### src/design/gdnc_pkg.sv
// Constants, reciprocals, month tables and pipeline stage types for the day-number converter.
package gdnc_pkg;

  // Field widths
  localparam int MJD_W   = 23;
  localparam int YEAR_W  = 14;
  localparam int MONTH_W = 4;
  localparam int DAY_W   = 9;
  localparam int WEEK_W  = 6;
  localparam int DOM_W   = 5;
  localparam int WDAY_W  = 3;
  localparam int CMD_W   = 2;
  localparam int ERR_W   = 2;

  // Calendar constants
  localparam int MJD_MIN   = -678575;   // 0001-01-01
  localparam int MJD_MAX   = 2973483;   // 9999-12-31
  localparam int MJD_DAY1  = 678575;    // days from 0001-01-01 to MJD 0
  localparam int YEAR_MAX  = 9999;
  localparam int DAYS_YEAR = 365;
  localparam int DAYS_4Y   = 1461;
  localparam int DAYS_100Y = 36524;
  localparam int DAYS_400Y = 146097;
  localparam int DAYS_WEEK = 7;

  // Reciprocals: floor(x / D) == (x * RCP) >> SH for every x of the stated width
  localparam int SH_400Y = 40;  // 22-bit day count
  localparam logic [22:0] RCP_400Y =
    23'(((64'd1 << SH_400Y) + 64'(DAYS_400Y) - 64'd1) / 64'(DAYS_400Y));
  localparam int SH_WK22 = 25;  // 22-bit day count
  localparam logic [22:0] RCP_WK22 =
    23'(((64'd1 << SH_WK22) + 64'(DAYS_WEEK) - 64'd1) / 64'(DAYS_WEEK));
  localparam int SH_C100 = 21;  // 14-bit year
  localparam logic [14:0] RCP_C100 = 15'(((64'd1 << SH_C100) + 64'd99) / 64'd100);
  localparam int SH_WK14 = 17;  // 14-bit weekday sum
  localparam logic [14:0] RCP_WK14 =
    15'(((64'd1 << SH_WK14) + 64'(DAYS_WEEK) - 64'd1) / 64'(DAYS_WEEK));
  localparam int SH_4Y = 27;    // 16-bit day within a century
  localparam logic [16:0] RCP_4Y =
    17'(((64'd1 << SH_4Y) + 64'(DAYS_4Y) - 64'd1) / 64'(DAYS_4Y));
  localparam int SH_WK9 = 11;   // values up to 375
  localparam logic [8:0] RCP_WK9 = 9'd293;

  typedef enum logic [CMD_W-1:0] {
    CMD_SPLIT = 2'd0,  // day number to date
    CMD_CAL   = 2'd1,  // calendar date to day number
    CMD_ORD   = 2'd2,  // ordinal date to day number
    CMD_ISO   = 2'd3   // ISO week date to day number
  } cmd_t;

  typedef enum logic [ERR_W-1:0] {
    ERR_OK    = 2'd0,
    ERR_MONTH = 2'd1,
    ERR_DAY   = 2'd2,
    ERR_RANGE = 2'd3
  } err_t;

  // Length of month m
  function automatic logic [DOM_W-1:0] month_len(input logic [MONTH_W-1:0] m,
                                                 input logic leap);
    logic [DOM_W-1:0] len;
    case (m)
      4'd1, 4'd3, 4'd5, 4'd7, 4'd8, 4'd10, 4'd12: len = 5'd31;
      4'd4, 4'd6, 4'd9, 4'd11:                    len = 5'd30;
      4'd2:                                       len = leap ? 5'd29 : 5'd28;
      default:                                    len = 5'd0;
    endcase
    return len;
  endfunction

  // Days in the year before the first of month m
  function automatic logic [DAY_W-1:0] days_before(input logic [MONTH_W-1:0] m,
                                                   input logic leap);
    logic [DAY_W-1:0] cum;
    case (m)
      4'd1:    cum = 9'd0;
      4'd2:    cum = 9'd31;
      4'd3:    cum = 9'd59;
      4'd4:    cum = 9'd90;
      4'd5:    cum = 9'd120;
      4'd6:    cum = 9'd151;
      4'd7:    cum = 9'd181;
      4'd8:    cum = 9'd212;
      4'd9:    cum = 9'd243;
      4'd10:   cum = 9'd273;
      4'd11:   cum = 9'd304;
      4'd12:   cum = 9'd334;
      default: cum = 9'd0;
    endcase
    if (leap && m >= 4'd3 && m <= 4'd12) begin
      cum = cum + 9'd1;
    end
    return cum;
  endfunction

  // Pipeline stage contents
  typedef struct packed {
    cmd_t              cmd;
    logic              bad;
    logic [21:0]       n;      // days since 0001-01-01
    logic [4:0]        q400;
    logic [18:0]       q7n;
    logic [YEAR_W-1:0] e;      // year - 1
    logic [6:0]        h;      // (year - 1) / 100
    logic [MONTH_W-1:0] month;
    logic [DAY_W-1:0]  day;
    logic [WEEK_W-1:0] week;
  } st1_t;

  typedef struct packed {
    cmd_t              cmd;
    logic              bad;
    logic [4:0]        q400;
    logic [17:0]       r;      // day within the 400-year cycle
    logic [WDAY_W-1:0] wd;
    logic [21:0]       ndays;  // days from 0001-01-01 to January 1st
    logic [YEAR_W-1:0] wsum;   // sum congruent to the same count modulo 7
    logic              leap;
    logic [MONTH_W-1:0] month;
    logic [DAY_W-1:0]  day;
    logic [WEEK_W-1:0] week;
  } st2_t;

  typedef struct packed {
    cmd_t              cmd;
    logic              bad;
    logic [4:0]        q400;
    logic [1:0]        c;
    logic [15:0]       r2;
    logic [WDAY_W-1:0] wd;
    logic [21:0]       ndays;
    logic [YEAR_W-1:0] wsum;
    logic [10:0]       q7s;
    logic              leap;
    logic [MONTH_W-1:0] month;
    logic [DAY_W-1:0]  day;
    logic [WEEK_W-1:0] week;
  } st3_t;

  typedef struct packed {
    cmd_t              cmd;
    err_t              err;
    logic [4:0]        q400;
    logic [1:0]        c;
    logic [4:0]        f;
    logic [15:0]       r2;
    logic [WDAY_W-1:0] wd;
    logic [21:0]       ndays;
    logic [9:0]        offset; // two's complement day offset from January 1st
  } st4_t;

  typedef struct packed {
    cmd_t              cmd;
    err_t              err;
    logic [4:0]        q400;
    logic [1:0]        c;
    logic [4:0]        f;
    logic [10:0]       r3;
    logic [WDAY_W-1:0] wd;
    logic [MJD_W-1:0]  mjd;
  } st5_t;

  typedef struct packed {
    cmd_t              cmd;
    err_t              err;
    logic [YEAR_W-1:0] year;
    logic [DAY_W-1:0]  doy;
    logic              leap;
    logic              pleap;  // previous year is leap
    logic [WDAY_W-1:0] wd;
    logic [MJD_W-1:0]  mjd;
  } st6_t;

  typedef struct packed {
    cmd_t              cmd;
    err_t              err;
    logic [YEAR_W-1:0] year;
    logic [DAY_W-1:0]  doy;
    logic              leap;
    logic              pleap;
    logic [WDAY_W-1:0] wd;
    logic [MJD_W-1:0]  mjd;
    logic [MONTH_W-1:0] month;
    logic [5:0]        qd;     // (doy - 1) / 7
    logic [5:0]        qw;     // (doy - wd + 10) / 7
  } st7_t;

endpackage

### src/design/gregorian_day_number_converter.sv
// Top level: pipelined converter between modified Julian day and Gregorian dates.
//
//  port group   direction  handshake            payload
//  in_*         request    start / busy         in_cmd, in_mjd, in_year, in_month,
//                                               in_day, in_week
//  out_*        result     out_valid (strobe)   out_mjd_out .. out_iso_weekday, out_error
//
// A request is taken at every clock edge with start high; busy is always low.
// Each request gives one result, in order, after passing the input register, the
// stage registers and the result register. The depth is set by the chain of steps
// (400-, 100-, 4- and 1-year cycles, then month and ISO week), using reciprocal multiplies or compares.
// Reset clears only the stage valid bits and the result strobe; the receiver cannot stall the output.
module gregorian_day_number_converter (
  input  logic                                  clk,
  input  logic                                  rst_n,
  input  logic                                  start,
  output logic                                  busy,
  input  logic [gdnc_pkg::CMD_W-1:0]            in_cmd,
  input  logic signed [gdnc_pkg::MJD_W-1:0]     in_mjd,
  input  logic [gdnc_pkg::YEAR_W-1:0]           in_year,
  input  logic [gdnc_pkg::MONTH_W-1:0]          in_month,
  input  logic [gdnc_pkg::DAY_W-1:0]            in_day,
  input  logic [gdnc_pkg::WEEK_W-1:0]           in_week,
  output logic                                  out_valid,
  output logic signed [gdnc_pkg::MJD_W-1:0]     out_mjd_out,
  output logic [gdnc_pkg::YEAR_W-1:0]           out_year_out,
  output logic [gdnc_pkg::MONTH_W-1:0]          out_month_out,
  output logic [gdnc_pkg::DOM_W-1:0]            out_day_of_month,
  output logic [gdnc_pkg::DAY_W-1:0]            out_day_of_year,
  output logic [gdnc_pkg::YEAR_W-1:0]           out_iso_year,
  output logic [gdnc_pkg::WEEK_W-1:0]           out_iso_week,
  output logic [gdnc_pkg::WDAY_W-1:0]           out_iso_weekday,
  output logic [gdnc_pkg::ERR_W-1:0]            out_error
);
  import gdnc_pkg::*;

  localparam int NSTG = 8;  // input register plus seven work stages

  // Stage valid bits and result strobe
  logic [NSTG-1:0] vld_r;
  logic [NSTG-1:0] vld_nxt;
  logic            ovld_r;

  // Input register
  cmd_t               p0_cmd_r;
  logic [MJD_W-1:0]   p0_mjd_r;
  logic [YEAR_W-1:0]  p0_year_r;
  logic [MONTH_W-1:0] p0_month_r;
  logic [DAY_W-1:0]   p0_day_r;
  logic [WEEK_W-1:0]  p0_week_r;

  st1_t s1_r, s1_nxt;
  st2_t s2_r, s2_nxt;
  st3_t s3_r, s3_nxt;
  st4_t s4_r, s4_nxt;
  st5_t s5_r, s5_nxt;
  st6_t s6_r, s6_nxt;
  st7_t s7_r, s7_nxt;

  // Result register
  logic [MJD_W-1:0]   o_mjd_r,   o_mjd_nxt;
  logic [YEAR_W-1:0]  o_year_r,  o_year_nxt;
  logic [MONTH_W-1:0] o_month_r, o_month_nxt;
  logic [DOM_W-1:0]   o_dom_r,   o_dom_nxt;
  logic [DAY_W-1:0]   o_doy_r,   o_doy_nxt;
  logic [YEAR_W-1:0]  o_iyear_r, o_iyear_nxt;
  logic [WEEK_W-1:0]  o_iweek_r, o_iweek_nxt;
  logic [WDAY_W-1:0]  o_iwday_r, o_iwday_nxt;
  err_t               o_err_r,   o_err_nxt;

  assign busy = 1'b0;

  // Stage 0: day count from 0001-01-01, range checks, first reciprocals
  always_comb begin
    logic signed [MJD_W:0] n_full;
    logic                  mjd_ok;
    logic                  year_ok;
    logic [44:0]           prod_q;
    logic [44:0]           prod_w;
    logic [28:0]           prod_h;
    n_full  = (MJD_W+1)'(signed'(p0_mjd_r)) + (MJD_W+1)'(MJD_DAY1);
    mjd_ok  = (signed'(p0_mjd_r) >= MJD_W'(MJD_MIN)) &&
              (signed'(p0_mjd_r) <= MJD_W'(MJD_MAX));
    year_ok = (p0_year_r != '0) && (p0_year_r <= YEAR_W'(YEAR_MAX));
    s1_nxt.cmd   = p0_cmd_r;
    s1_nxt.bad   = (p0_cmd_r == CMD_SPLIT) ? !mjd_ok : !year_ok;
    s1_nxt.n     = n_full[21:0];
    prod_q       = 45'(s1_nxt.n) * 45'(RCP_400Y);
    s1_nxt.q400  = 5'(prod_q >> SH_400Y);
    prod_w       = 45'(s1_nxt.n) * 45'(RCP_WK22);
    s1_nxt.q7n   = 19'(prod_w >> SH_WK22);
    s1_nxt.e     = p0_year_r - YEAR_W'(1);
    prod_h       = 29'(s1_nxt.e) * 29'(RCP_C100);
    s1_nxt.h     = 7'(prod_h >> SH_C100);
    s1_nxt.month = p0_month_r;
    s1_nxt.day   = p0_day_r;
    s1_nxt.week  = p0_week_r;
  end

  // Stage 1: remainder in the 400-year cycle, weekday, day count of January 1st
  always_comb begin
    logic [21:0]       r_full;
    logic [21:0]       wmod;
    logic [YEAR_W-1:0] r100;
    r_full = s1_r.n - 22'(s1_r.q400) * 22'(DAYS_400Y);
    wmod   = s1_r.n - 22'(s1_r.q7n) * 22'(DAYS_WEEK);
    r100   = s1_r.e - YEAR_W'(s1_r.h) * YEAR_W'(100);
    s2_nxt.cmd   = s1_r.cmd;
    s2_nxt.bad   = s1_r.bad;
    s2_nxt.q400  = s1_r.q400;
    s2_nxt.r     = r_full[17:0];
    s2_nxt.wd    = wmod[2:0] + 3'd1;
    s2_nxt.ndays = 22'(s1_r.e) * 22'(DAYS_YEAR) + 22'(s1_r.e >> 2)
                   - 22'(s1_r.h) + 22'(s1_r.h >> 2);
    s2_nxt.wsum  = s1_r.e + (s1_r.e >> 2) - YEAR_W'(s1_r.h) + YEAR_W'(s1_r.h >> 2);
    // year % 4 == 0, and a century year only when year % 400 == 0
    s2_nxt.leap  = (s1_r.e[1:0] == 2'd3) &&
                   ((r100 != YEAR_W'(99)) || (s1_r.h[1:0] == 2'd3));
    s2_nxt.month = s1_r.month;
    s2_nxt.day   = s1_r.day;
    s2_nxt.week  = s1_r.week;
  end

  // Stage 2: century within the cycle, weekday reciprocal for January 1st
  always_comb begin
    logic [1:0]  c;
    logic [28:0] prod_s;
    if (s2_r.r >= 18'(3 * DAYS_100Y)) begin
      c = 2'd3;
    end else if (s2_r.r >= 18'(2 * DAYS_100Y)) begin
      c = 2'd2;
    end else if (s2_r.r >= 18'(DAYS_100Y)) begin
      c = 2'd1;
    end else begin
      c = 2'd0;
    end
    prod_s = 29'(s2_r.wsum) * 29'(RCP_WK14);
    s3_nxt.cmd   = s2_r.cmd;
    s3_nxt.bad   = s2_r.bad;
    s3_nxt.q400  = s2_r.q400;
    s3_nxt.c     = c;
    s3_nxt.r2    = 16'(s2_r.r - 18'(c) * 18'(DAYS_100Y));
    s3_nxt.wd    = s2_r.wd;
    s3_nxt.ndays = s2_r.ndays;
    s3_nxt.wsum  = s2_r.wsum;
    s3_nxt.q7s   = 11'(prod_s >> SH_WK14);
    s3_nxt.leap  = s2_r.leap;
    s3_nxt.month = s2_r.month;
    s3_nxt.day   = s2_r.day;
    s3_nxt.week  = s2_r.week;
  end

  // Stage 3: 4-year cycle, request checks and day offset for commands 1 to 3
  always_comb begin
    logic [32:0]       prod_f;
    logic [YEAR_W-1:0] jmod;
    logic [2:0]        jwd;
    logic [9:0]        mon_off;
    logic [DAY_W-1:0]  ylen;
    err_t              err;
    logic [9:0]        offset;
    prod_f = 33'(s3_r.r2) * 33'(RCP_4Y);
    jmod   = s3_r.wsum - YEAR_W'(s3_r.q7s) * YEAR_W'(DAYS_WEEK);
    jwd    = jmod[2:0] + 3'd1;
    // Monday of ISO week 1 relative to January 1st
    mon_off = (jwd > 3'd4) ? (10'd8 - 10'(jwd)) : (10'd1 - 10'(jwd));
    ylen    = s3_r.leap ? 9'd366 : 9'd365;
    err     = ERR_OK;
    offset  = '0;
    case (s3_r.cmd)
      CMD_CAL: begin
        if (s3_r.month < 4'd1 || s3_r.month > 4'd12) begin
          err = ERR_MONTH;
        end else if (s3_r.day < 9'd1 ||
                     s3_r.day > 9'(month_len(s3_r.month, s3_r.leap))) begin
          err = ERR_DAY;
        end
        offset = 10'(days_before(s3_r.month, s3_r.leap)) + 10'(s3_r.day) - 10'd1;
      end
      CMD_ORD: begin
        if (s3_r.day < 9'd1 || s3_r.day > ylen) begin
          err = ERR_DAY;
        end
        offset = 10'(s3_r.day) - 10'd1;
      end
      CMD_ISO: begin
        if (s3_r.week < 6'd1 || s3_r.week > 6'd53) begin
          err = ERR_MONTH;
        end else if (s3_r.day < 9'd1 || s3_r.day > 9'd7) begin
          err = ERR_DAY;
        end
        offset = mon_off + 10'(s3_r.week) * 10'(DAYS_WEEK) - 10'(DAYS_WEEK)
                 + 10'(s3_r.day) - 10'd1;
      end
      default: begin
        err    = ERR_OK;
        offset = '0;
      end
    endcase
    s4_nxt.cmd    = s3_r.cmd;
    s4_nxt.err    = s3_r.bad ? ERR_RANGE : err;
    s4_nxt.q400   = s3_r.q400;
    s4_nxt.c      = s3_r.c;
    s4_nxt.f      = 5'(prod_f >> SH_4Y);
    s4_nxt.r2     = s3_r.r2;
    s4_nxt.wd     = s3_r.wd;
    s4_nxt.ndays  = s3_r.ndays;
    s4_nxt.offset = offset;
  end

  // Stage 4: day within the 4-year cycle, day number for commands 1 to 3
  always_comb begin
    s5_nxt.cmd  = s4_r.cmd;
    s5_nxt.err  = s4_r.err;
    s5_nxt.q400 = s4_r.q400;
    s5_nxt.c    = s4_r.c;
    s5_nxt.f    = s4_r.f;
    s5_nxt.r3   = 11'(s4_r.r2 - 16'(s4_r.f) * 16'(DAYS_4Y));
    s5_nxt.wd   = s4_r.wd;
    s5_nxt.mjd  = MJD_W'(s4_r.ndays) - MJD_W'(MJD_DAY1)
                  + MJD_W'(signed'(s4_r.offset));
  end

  // Stage 5: year within the 4-year cycle, day of year, year and leap flags
  always_comb begin
    logic [1:0] y0;
    if (s5_r.r3 >= 11'(3 * DAYS_YEAR)) begin
      y0 = 2'd3;
    end else if (s5_r.r3 >= 11'(2 * DAYS_YEAR)) begin
      y0 = 2'd2;
    end else if (s5_r.r3 >= 11'(DAYS_YEAR)) begin
      y0 = 2'd1;
    end else begin
      y0 = 2'd0;
    end
    s6_nxt.cmd   = s5_r.cmd;
    s6_nxt.err   = s5_r.err;
    s6_nxt.doy   = 9'(s5_r.r3 - 11'(y0) * 11'(DAYS_YEAR) + 11'd1);
    s6_nxt.year  = YEAR_W'(1) + YEAR_W'(s5_r.q400) * YEAR_W'(400)
                   + YEAR_W'(s5_r.c) * YEAR_W'(100) + YEAR_W'(s5_r.f) * YEAR_W'(4)
                   + YEAR_W'(y0);
    // last year of a 4-year group; century years only at the end of the 400-year cycle
    s6_nxt.leap  = (y0 == 2'd3) && ((s5_r.f != 5'd24) || (s5_r.c == 2'd3));
    s6_nxt.pleap = (y0 == 2'd0) && ((s5_r.f != 5'd0) || (s5_r.c == 2'd0));
    s6_nxt.wd    = s5_r.wd;
    s6_nxt.mjd   = s5_r.mjd;
  end

  // Stage 6: month search, week reciprocals
  always_comb begin
    logic [MONTH_W-1:0] m;
    logic [DAY_W-1:0]   x;
    logic [17:0]        prod_d;
    logic [17:0]        prod_x;
    m = 4'd1;
    for (int k = 2; k <= 12; k++) begin
      if (s6_r.doy > days_before(MONTH_W'(k), s6_r.leap)) begin
        m = MONTH_W'(k);
      end
    end
    x      = s6_r.doy + 9'd10 - 9'(s6_r.wd);
    prod_d = 18'(s6_r.doy - 9'd1) * 18'(RCP_WK9);
    prod_x = 18'(x) * 18'(RCP_WK9);
    s7_nxt.cmd   = s6_r.cmd;
    s7_nxt.err   = s6_r.err;
    s7_nxt.year  = s6_r.year;
    s7_nxt.doy   = s6_r.doy;
    s7_nxt.leap  = s6_r.leap;
    s7_nxt.pleap = s6_r.pleap;
    s7_nxt.wd    = s6_r.wd;
    s7_nxt.mjd   = s6_r.mjd;
    s7_nxt.month = m;
    s7_nxt.qd    = 6'(prod_d >> SH_WK9);
    s7_nxt.qw    = 6'(prod_x >> SH_WK9);
  end

  // Stage 7: day of month, ISO year and week, result selection
  always_comb begin
    logic [DAY_W-1:0]  dmod;
    logic [2:0]        d7;
    logic [2:0]        jwd;
    logic              long_cur;
    logic              long_prev;
    logic [YEAR_W-1:0] iyear;
    logic [WEEK_W-1:0] iweek;
    dmod = (s7_r.doy - 9'd1) - 9'(s7_r.qd) * 9'(DAYS_WEEK);
    d7   = dmod[2:0];
    // weekday of January 1st
    jwd  = (s7_r.wd > d7) ? (s7_r.wd - d7) : 3'(4'(s7_r.wd) + 4'd7 - 4'(d7));
    // 53-week years start on Thursday, or on Wednesday when leap
    long_cur  = (jwd == 3'd4) || (s7_r.leap && (jwd == 3'd3));
    long_prev = (jwd == 3'd5) || (s7_r.pleap && (jwd == 3'd6));
    if (s7_r.qw == 6'd0) begin
      iyear = s7_r.year - YEAR_W'(1);
      iweek = long_prev ? 6'd53 : 6'd52;
    end else if ((s7_r.qw == 6'd53) && !long_cur) begin
      iyear = s7_r.year + YEAR_W'(1);
      iweek = 6'd1;
    end else begin
      iyear = s7_r.year;
      iweek = s7_r.qw;
    end
    o_err_nxt   = s7_r.err;
    o_mjd_nxt   = '0;
    o_year_nxt  = '0;
    o_month_nxt = '0;
    o_dom_nxt   = '0;
    o_doy_nxt   = '0;
    o_iyear_nxt = '0;
    o_iweek_nxt = '0;
    o_iwday_nxt = '0;
    if (s7_r.err == ERR_OK) begin
      if (s7_r.cmd == CMD_SPLIT) begin
        o_year_nxt  = s7_r.year;
        o_month_nxt = s7_r.month;
        o_dom_nxt   = 5'(s7_r.doy - days_before(s7_r.month, s7_r.leap));
        o_doy_nxt   = s7_r.doy;
        o_iyear_nxt = iyear;
        o_iweek_nxt = iweek;
        o_iwday_nxt = s7_r.wd;
      end else begin
        o_mjd_nxt = s7_r.mjd;
      end
    end
  end

  // Valid pipeline
  assign vld_nxt = {vld_r[NSTG-2:0], start};

  always_ff @(posedge clk) begin
    if (!rst_n) begin
      vld_r  <= '0;
      ovld_r <= 1'b0;
    end else begin
      vld_r  <= vld_nxt;
      ovld_r <= vld_r[NSTG-1];
    end
  end

  // Payload registers
  always_ff @(posedge clk) begin
    p0_cmd_r   <= cmd_t'(in_cmd);
    p0_mjd_r   <= in_mjd;
    p0_year_r  <= in_year;
    p0_month_r <= in_month;
    p0_day_r   <= in_day;
    p0_week_r  <= in_week;
    s1_r       <= s1_nxt;
    s2_r       <= s2_nxt;
    s3_r       <= s3_nxt;
    s4_r       <= s4_nxt;
    s5_r       <= s5_nxt;
    s6_r       <= s6_nxt;
    s7_r       <= s7_nxt;
    o_mjd_r    <= o_mjd_nxt;
    o_year_r   <= o_year_nxt;
    o_month_r  <= o_month_nxt;
    o_dom_r    <= o_dom_nxt;
    o_doy_r    <= o_doy_nxt;
    o_iyear_r  <= o_iyear_nxt;
    o_iweek_r  <= o_iweek_nxt;
    o_iwday_r  <= o_iwday_nxt;
    o_err_r    <= o_err_nxt;
  end

  // Result ports
  assign out_valid        = ovld_r;
  assign out_mjd_out      = o_mjd_r;
  assign out_year_out     = o_year_r;
  assign out_month_out    = o_month_r;
  assign out_day_of_month = o_dom_r;
  assign out_day_of_year  = o_doy_r;
  assign out_iso_year     = o_iyear_r;
  assign out_iso_week     = o_iweek_r;
  assign out_iso_weekday  = o_iwday_r;
  assign out_error        = o_err_r;

endmodule
### config.mk
export PLATFORM = sky130hd
export DESIGN_NAME = gregorian_day_number_converter
export DESIGN_NICKNAME = d
export VERILOG_FILES = /design/src/design/gdnc_pkg.sv /design/src/design/gregorian_day_number_converter.sv
export SDC_FILE = /design/constraint.sdc
export NUM_CORES = 2
export LEC_CHECK = 0
export ABC_AREA = 1
export BUFFER_PORTS_ARGS = -buffer_cell sky130_fd_sc_hd__buf_2
export CORE_MARGIN = 2
export CORE_UTILIZATION = 59
export DETAILED_ROUTE_END_ITERATION = 7
export PLACE_DENSITY_LB_ADDON = 0.08
export SKIP_LAST_GASP = 1
export SLEW_MARGIN = 20
export SYNTH_ARGS = -nofsm -noshare
export SYNTH_HDL_FRONTEND = slang
export SYNTH_SLANG_ARGS = --single-unit
export TNS_END_PERCENT = 20
### constraint.sdc
create_clock -name clk -period 7 [get_ports clk]
set_input_delay 1.4 -clock clk [delete_from_list [all_inputs] [get_ports clk]]
set_output_delay 1.4 -clock clk [all_outputs]
set_load 0.05 [all_outputs]
After elaboration in Yosys (flattened, before gate mapping) --
Memory sizes are Yosys's and may differ from the RTL's. A register that Yosys moved wholly into a read port is not among the register bits. Index checks and enable logic that the tools add are counted.
Word-level totals: register bits 643, word-level logic and storage cells 308, memory bits (read-only) 288, memories kept 2
Memories:
- (name not given) | words 16, width 9, read ports 1, clocked after memory_dff 1, wr ports 0, line gdnc_pkg.sv:75 | case (m)
- (name not given) | words 16, width 9, read ports 1, clocked after memory_dff 0, wr ports 0, line gdnc_pkg.sv:75
Operators by class: eq/ne operators 26, $add $sub $neg 46, order comparisons 34, multiplexer cells 54, reduce and logical (&&, ||, !) cells 38, $mul 19, bitwise logic cells 1
Operator list (count):
- $mul A22 B22 Y44 const B | 1
- $mul A22 B23 Y44 const B | 1
- $ge A18 B17 Y1 const B | 2
- $gt A9 B8 Y1 | 4
- $gt A9 B9 Y1 | 4
- $mux W5 | 7
- $mux W3 | 11
- $mul A16 B15 Y30 const B | 1
- $pmux W10 S3 | 1
- $mul A14 B15 Y28 const B | 1
- $mux W14 | 2
- $mux W2 | 14
- $sub A14 B1 Y14 const B | 2
- $mux W9 | 3
- $mul A14 B13 Y26 const B | 1
- $add A23 B23 Y23 | 1
- $ge A23 B21 Y1 const B | 1
- $le A23 B23 Y1 const B | 1
- $sub A22 B20 Y23 const B | 1
- $add A22 B12 Y22 | 1
- $add A22 B21 Y22 const B | 1
- $add A22 B5 Y22 | 1
- $mul A14 B9 Y22 const B | 1
- $sub A22 B7 Y22 | 1
- 91 further kinds | 154

Longest topological paths before layout --
word-level depth 11, gate-level depth with buffers 35, gate-level depth less buffers 35

Worst setup path after synthesis --
Ideal clock, no wire load.
kind reg-to-reg, start point register p0_mjd_r[0], end point register s1_r[61] in the netlist's numbering, cell stages (with the launch flop) 29, path slack 0.082 ns, arrival time 6.846 ns, cell sequence dfxtp_1 -> inv_1 -> ha_1 -> nand2_1 -> inv_1 -> o21bai_4 -> nand3_1 -> a31oi_1 -> xor2_1 -> inv_1 -> ha_1 -> ha_1 -> fa_1 -> fa_1 -> fa_1 -> fa_1 -> inv_1 -> fa_1 -> inv_1 -> ha_1 -> nand2_1 -> nor2_1 -> inv_1 -> nor3_1 -> nand2_1 -> nand3_1 -> nand2_1 -> nand3_1 -> xor2_1
RTL lines:
- start, declared | line gregorian_day_number_converter.sv:46 | logic [MJD_W-1:0] p0_mjd_r;
- start signal, assigned | line gregorian_day_number_converter.sv:343 | p0_mjd_r <= in_mjd;
- end signal, assigned | line gregorian_day_number_converter.sv:348 | s1_r <= s1_nxt;
- end, declared | line gregorian_day_number_converter.sv:52 | st1_t s1_r, s1_nxt;

==> parameters.txt <==
Parameter                              Value

Finish
  Number of nets in the final layout    8,384
  # fillers    8,272
  Share of cells above drive strength 1    5.96%
  Antenna Cells    0
  Area growth from synthesis to layout    9.18%

Synthesis
  Number of warnings issued by yosys    0
  Leading cell types by total area after synthesis    sky130_fd_sc_hd__ha_1 (24%), sky130_fd_sc_hd__dfxtp_1 (22%), sky130_fd_sc_hd__fa_1 (21%)
  Most area-hungry cell type in the Yosys netlist    sky130_fd_sc_hd__ha_1
  Gate Count Post-Synth    6,373
  Library cells used by synthesis    60
  Sequential-to-total area share from yosys stat    a little over a fifth
  Post-synth top area share    24.2%
  Total nets after synthesis    roughly 8,100
  Synthesized flop and latch total    625
  Area of the mapped netlist    57,200 µm²
  Synthesized area per cell    approximately 9.0 µm²

Timing
  Crit share post-route    95.1%
  Highest Clock Rate    0.150 GHz
  Tightest hold margin    319 ps
  Setup repair after global routing missed its margin    true
  Number of setup violations in the final report    0
  Final setup skew    35.0 ps
  Endpoints failing hold    0
  Worst-margin pin slew    919 ps
  Post-layout minimum cycle time    roughly 6700 ps
  Max Transition Viols Final    0
  Worst slew margin    38.2%

Outcome
  Status    finished clean

Clocking
  Sink Count    625
  Number of buffers on the longest clock path    3
  Number of buffers added by the clock tree synthesis step    70
  Clk_lat worst skew    about 640 ps
  CTS Root Cell    sky130_fd_sc_hd__clkbuf_16
  CTS clk-pin slew, worst paths    60 ps
  CTS tree    done
  Maximum level of the CTS H-tree    3
  Cts hold-fix bufs    0

Drt
  Antenna Nets Post-Route    0
  Post-Route WL    about 130 mm
  WL per Instance    16.3 µm
  Remaining DRCs    0
  Length of the first detailed-routing pass in iterations    6
  Number of DRC markers in iteration 0    2,312
  Via count    40,900
  Vias/cell    ~5.1

Job
  Max_cap viols    0

Place
  DP HPWL    112 mm
  Global placement routability congestion    0.974
  Number of buffers added on ports    about 140

Worst setup path
  Critical Path Sink Type    register
  Maximum fanout along the worst path    6
  Endpoint of the worst register-to-register path    s1_r[59]
  Cell with the biggest individual delay on the critical path    sky130_fd_sc_hd__fa_1
  Worst R2R Setup Slack    340 ps
  Critical Path Start    p0_mjd_r[0]
  End of the critical path    s1_r[59]
  R2r startpoint    p0_mjd_r[0]
  CP startpoint kind    register
  Endpoint arrival time on the critical path    7160 ps
  Type of the worst setup path    reg -> reg
  Required time of the worst setup path    around 7500 ps
  Most used cell along the critical path    sky130_fd_sc_hd__inv_1
  CP peak stage delay    580 ps
  R2R depth    28

Floorplanning
  Floorplan Core Area    about 96,000 µm²
  Starting density of the core    59.4%
  Cell Rows    114
  Die boundary width    ~320 µm
  Number of primary I/O pins    143
  Die area    99,400 µm²
  Die Y    315 µm

Worst hold path
  Hold WC Path Type    reg -> reg

GRT
  Via count of the first global-routing pass    42,200
  Initial antenna violation count    5
  Aggregate global routing overflow    0
  Maximum number of pins on one net before global-route repair    27
  GRT Util Overall    27.0%
  Global-route wire length before repair    214 mm
[critical path, delay by kind of cell (launching register included)]
family	cells	cell delay, ps
fa+ha+maj	9	4000
simple gates	6	720
buf+inv	7	610
xor+xnor	3	480
compound gates	3	400
flops	1	310
[sequential cells by signal (all words and copies together) (netlist names), 5 cells and up, named ones only]
| signal | count |
|---|---|
| p0_mjd_r | 23 |
| out_iso_year | 14 |
| s4_r | 62 |
| p0_day_r | 9 |
| p0_year_r | 14 |
| out_year_out | 14 |
| s7_r | 66 |
| s3_r | 77 |
| vld_r | 8 |
| out_iso_week | 6 |
| out_day_of_year | 9 |
| s6_r | 55 |
| p0_week_r | 6 |
| s2_r | 85 |
| out_day_of_month | 5 |
| out_mjd_out | 23 |
| s5_r | 53 |
| s1_r | 69 |
[cell families (layout without fill, tap and decap cells)]
kind of cell	count (synthesis)	after routing	share of synthesized area (%)
flip-flops	625	625	21.9
adder cells (fa/ha/maj)	1699	1699	45.0
other	1	1	0.00656
AND/OR/NAND/NOR	1406	1406	10.6
XOR/XNOR	298	298	4.72
AO/OA/AOI/OAI	709	709	7.01
buffers and inverters	1635	1940	10.8
[routing by layer]
layer  routed length, µm  vias to the layer above  GRT usage (%)
li1                    -                    20500              -
met1               59400                    19300           36.4
met2               61100                      806           45.7
met3                4990                      213           2.57
met4                3930                        0           8.67
met5                   0                        -              0
[worst min path at each step]
stage | start | end | slack [ps] | depth (start not counted)
6_report | s4_r[63] | s5_r[49] | 320 | 0
5_1_grt | s6_r[11] | s7_r[27] | 320 | 0
4_1_cts | s6_r[11] | s7_r[27] | 310 | 0
3_5_place_dp | s2_r[37] | s3_r[48] | 310 | 0
3_3_place_gp | s1_r[13] | s2_r[13] | 310 | 0
2_1_floorplan | s6_r[51] | o_err_nxt[0] | 310 | 0
[layout make-up]
cell class                      count  area (µm²)  area share, %
Clock buffer                       89        1900           3.05
Clock inverter                     37         519          0.832
Inverter                         1610        6050           9.69
Multi-Input combinational cell   4113       38600           61.9
Sequential cell                   625       12500           20.1
Tap cell                         1276        1600           2.56
Timing Repair Buffer              204        1200           1.93
[through the flow]
stage | cells | utilization (%) | instance area, µm² | TNS, ps | worst slack [ps]
global placement | 7822 | 62.1 | 59700 | 0 | 201
CTS | 7948 | 64.6 | 62200 | 0 | 77.6
detailed placement | 7822 | 62.1 | 59700 | 0 | 159
floorplan | 6373 | - | 57200 | 0 | 82.0
finish | 7954 | 64.8 | 62400 | 0 | 341
global route | 7954 | 64.8 | 62400 | -83.2 | -50.9
[cell usage after synthesis (all sizes together)]
cell and instances:
a211o 3, a211oi 9, a21boi 4, a21o 29
a21oi 341, a221oi 1, a31o 3, a31oi 16
a41oi 3, and2 4, and3 3, and3b 1
buf 14, clkbuf 11, clkinv 2, conb 1
dfxtp 625, fa 593, ha 1106, inv 1608
nand2 696, nand3 194, nand3b 5, nand4 82
nor2 314, nor3 63, nor3b 6, nor4 22
nor4b 1, o2111ai 8, o211ai 14, o21a 14
o21ai 201, o21bai 26, o221a 1, o221ai 11
o22ai 3, o311ai 3, o31a 1, o31ai 16
o41ai 2, or2 14, or3b 1, xnor2 83
xor2 215
[layout by cell type, fill, tap and decap left out, types with 12 or more instances in the layout]
cell / count
sky130_fd_sc_hd__o31ai_1: 16
sky130_fd_sc_hd__buf_2: 141
sky130_fd_sc_hd__nor3_1: 63
sky130_fd_sc_hd__or2_2: 12
sky130_fd_sc_hd__o21bai_1: 25
sky130_fd_sc_hd__clkbuf_16: 70
sky130_fd_sc_hd__a21oi_1: 340
sky130_fd_sc_hd__a21o_1: 29
sky130_fd_sc_hd__inv_1: 1600
sky130_fd_sc_hd__a31oi_1: 16
sky130_fd_sc_hd__ha_1: 1100
sky130_fd_sc_hd__nand4_1: 82
sky130_fd_sc_hd__nand3_1: 191
sky130_fd_sc_hd__nand2_2: 14
sky130_fd_sc_hd__buf_4: 61
sky130_fd_sc_hd__nor4_1: 16
sky130_fd_sc_hd__xnor2_1: 81
sky130_fd_sc_hd__fa_1: 593
sky130_fd_sc_hd__o21a_1: 14
sky130_fd_sc_hd__nand2_1: 679
sky130_fd_sc_hd__xor2_1: 206
sky130_fd_sc_hd__nor2_1: 309
sky130_fd_sc_hd__o21ai_0: 194
sky130_fd_sc_hd__dfxtp_1: 623
sky130_fd_sc_hd__o211ai_1: 14
[repair_timing]
action	4_1_cts	5_1_grt
setup endpoints to repair	0	8
buffers inserted	0	6
resized for setup	0	36
endpoints found under the hold margin	0	0
Power is not shown: default switching activity piles up to over one toggle a cycle in this logic, so the estimate is an artifact.
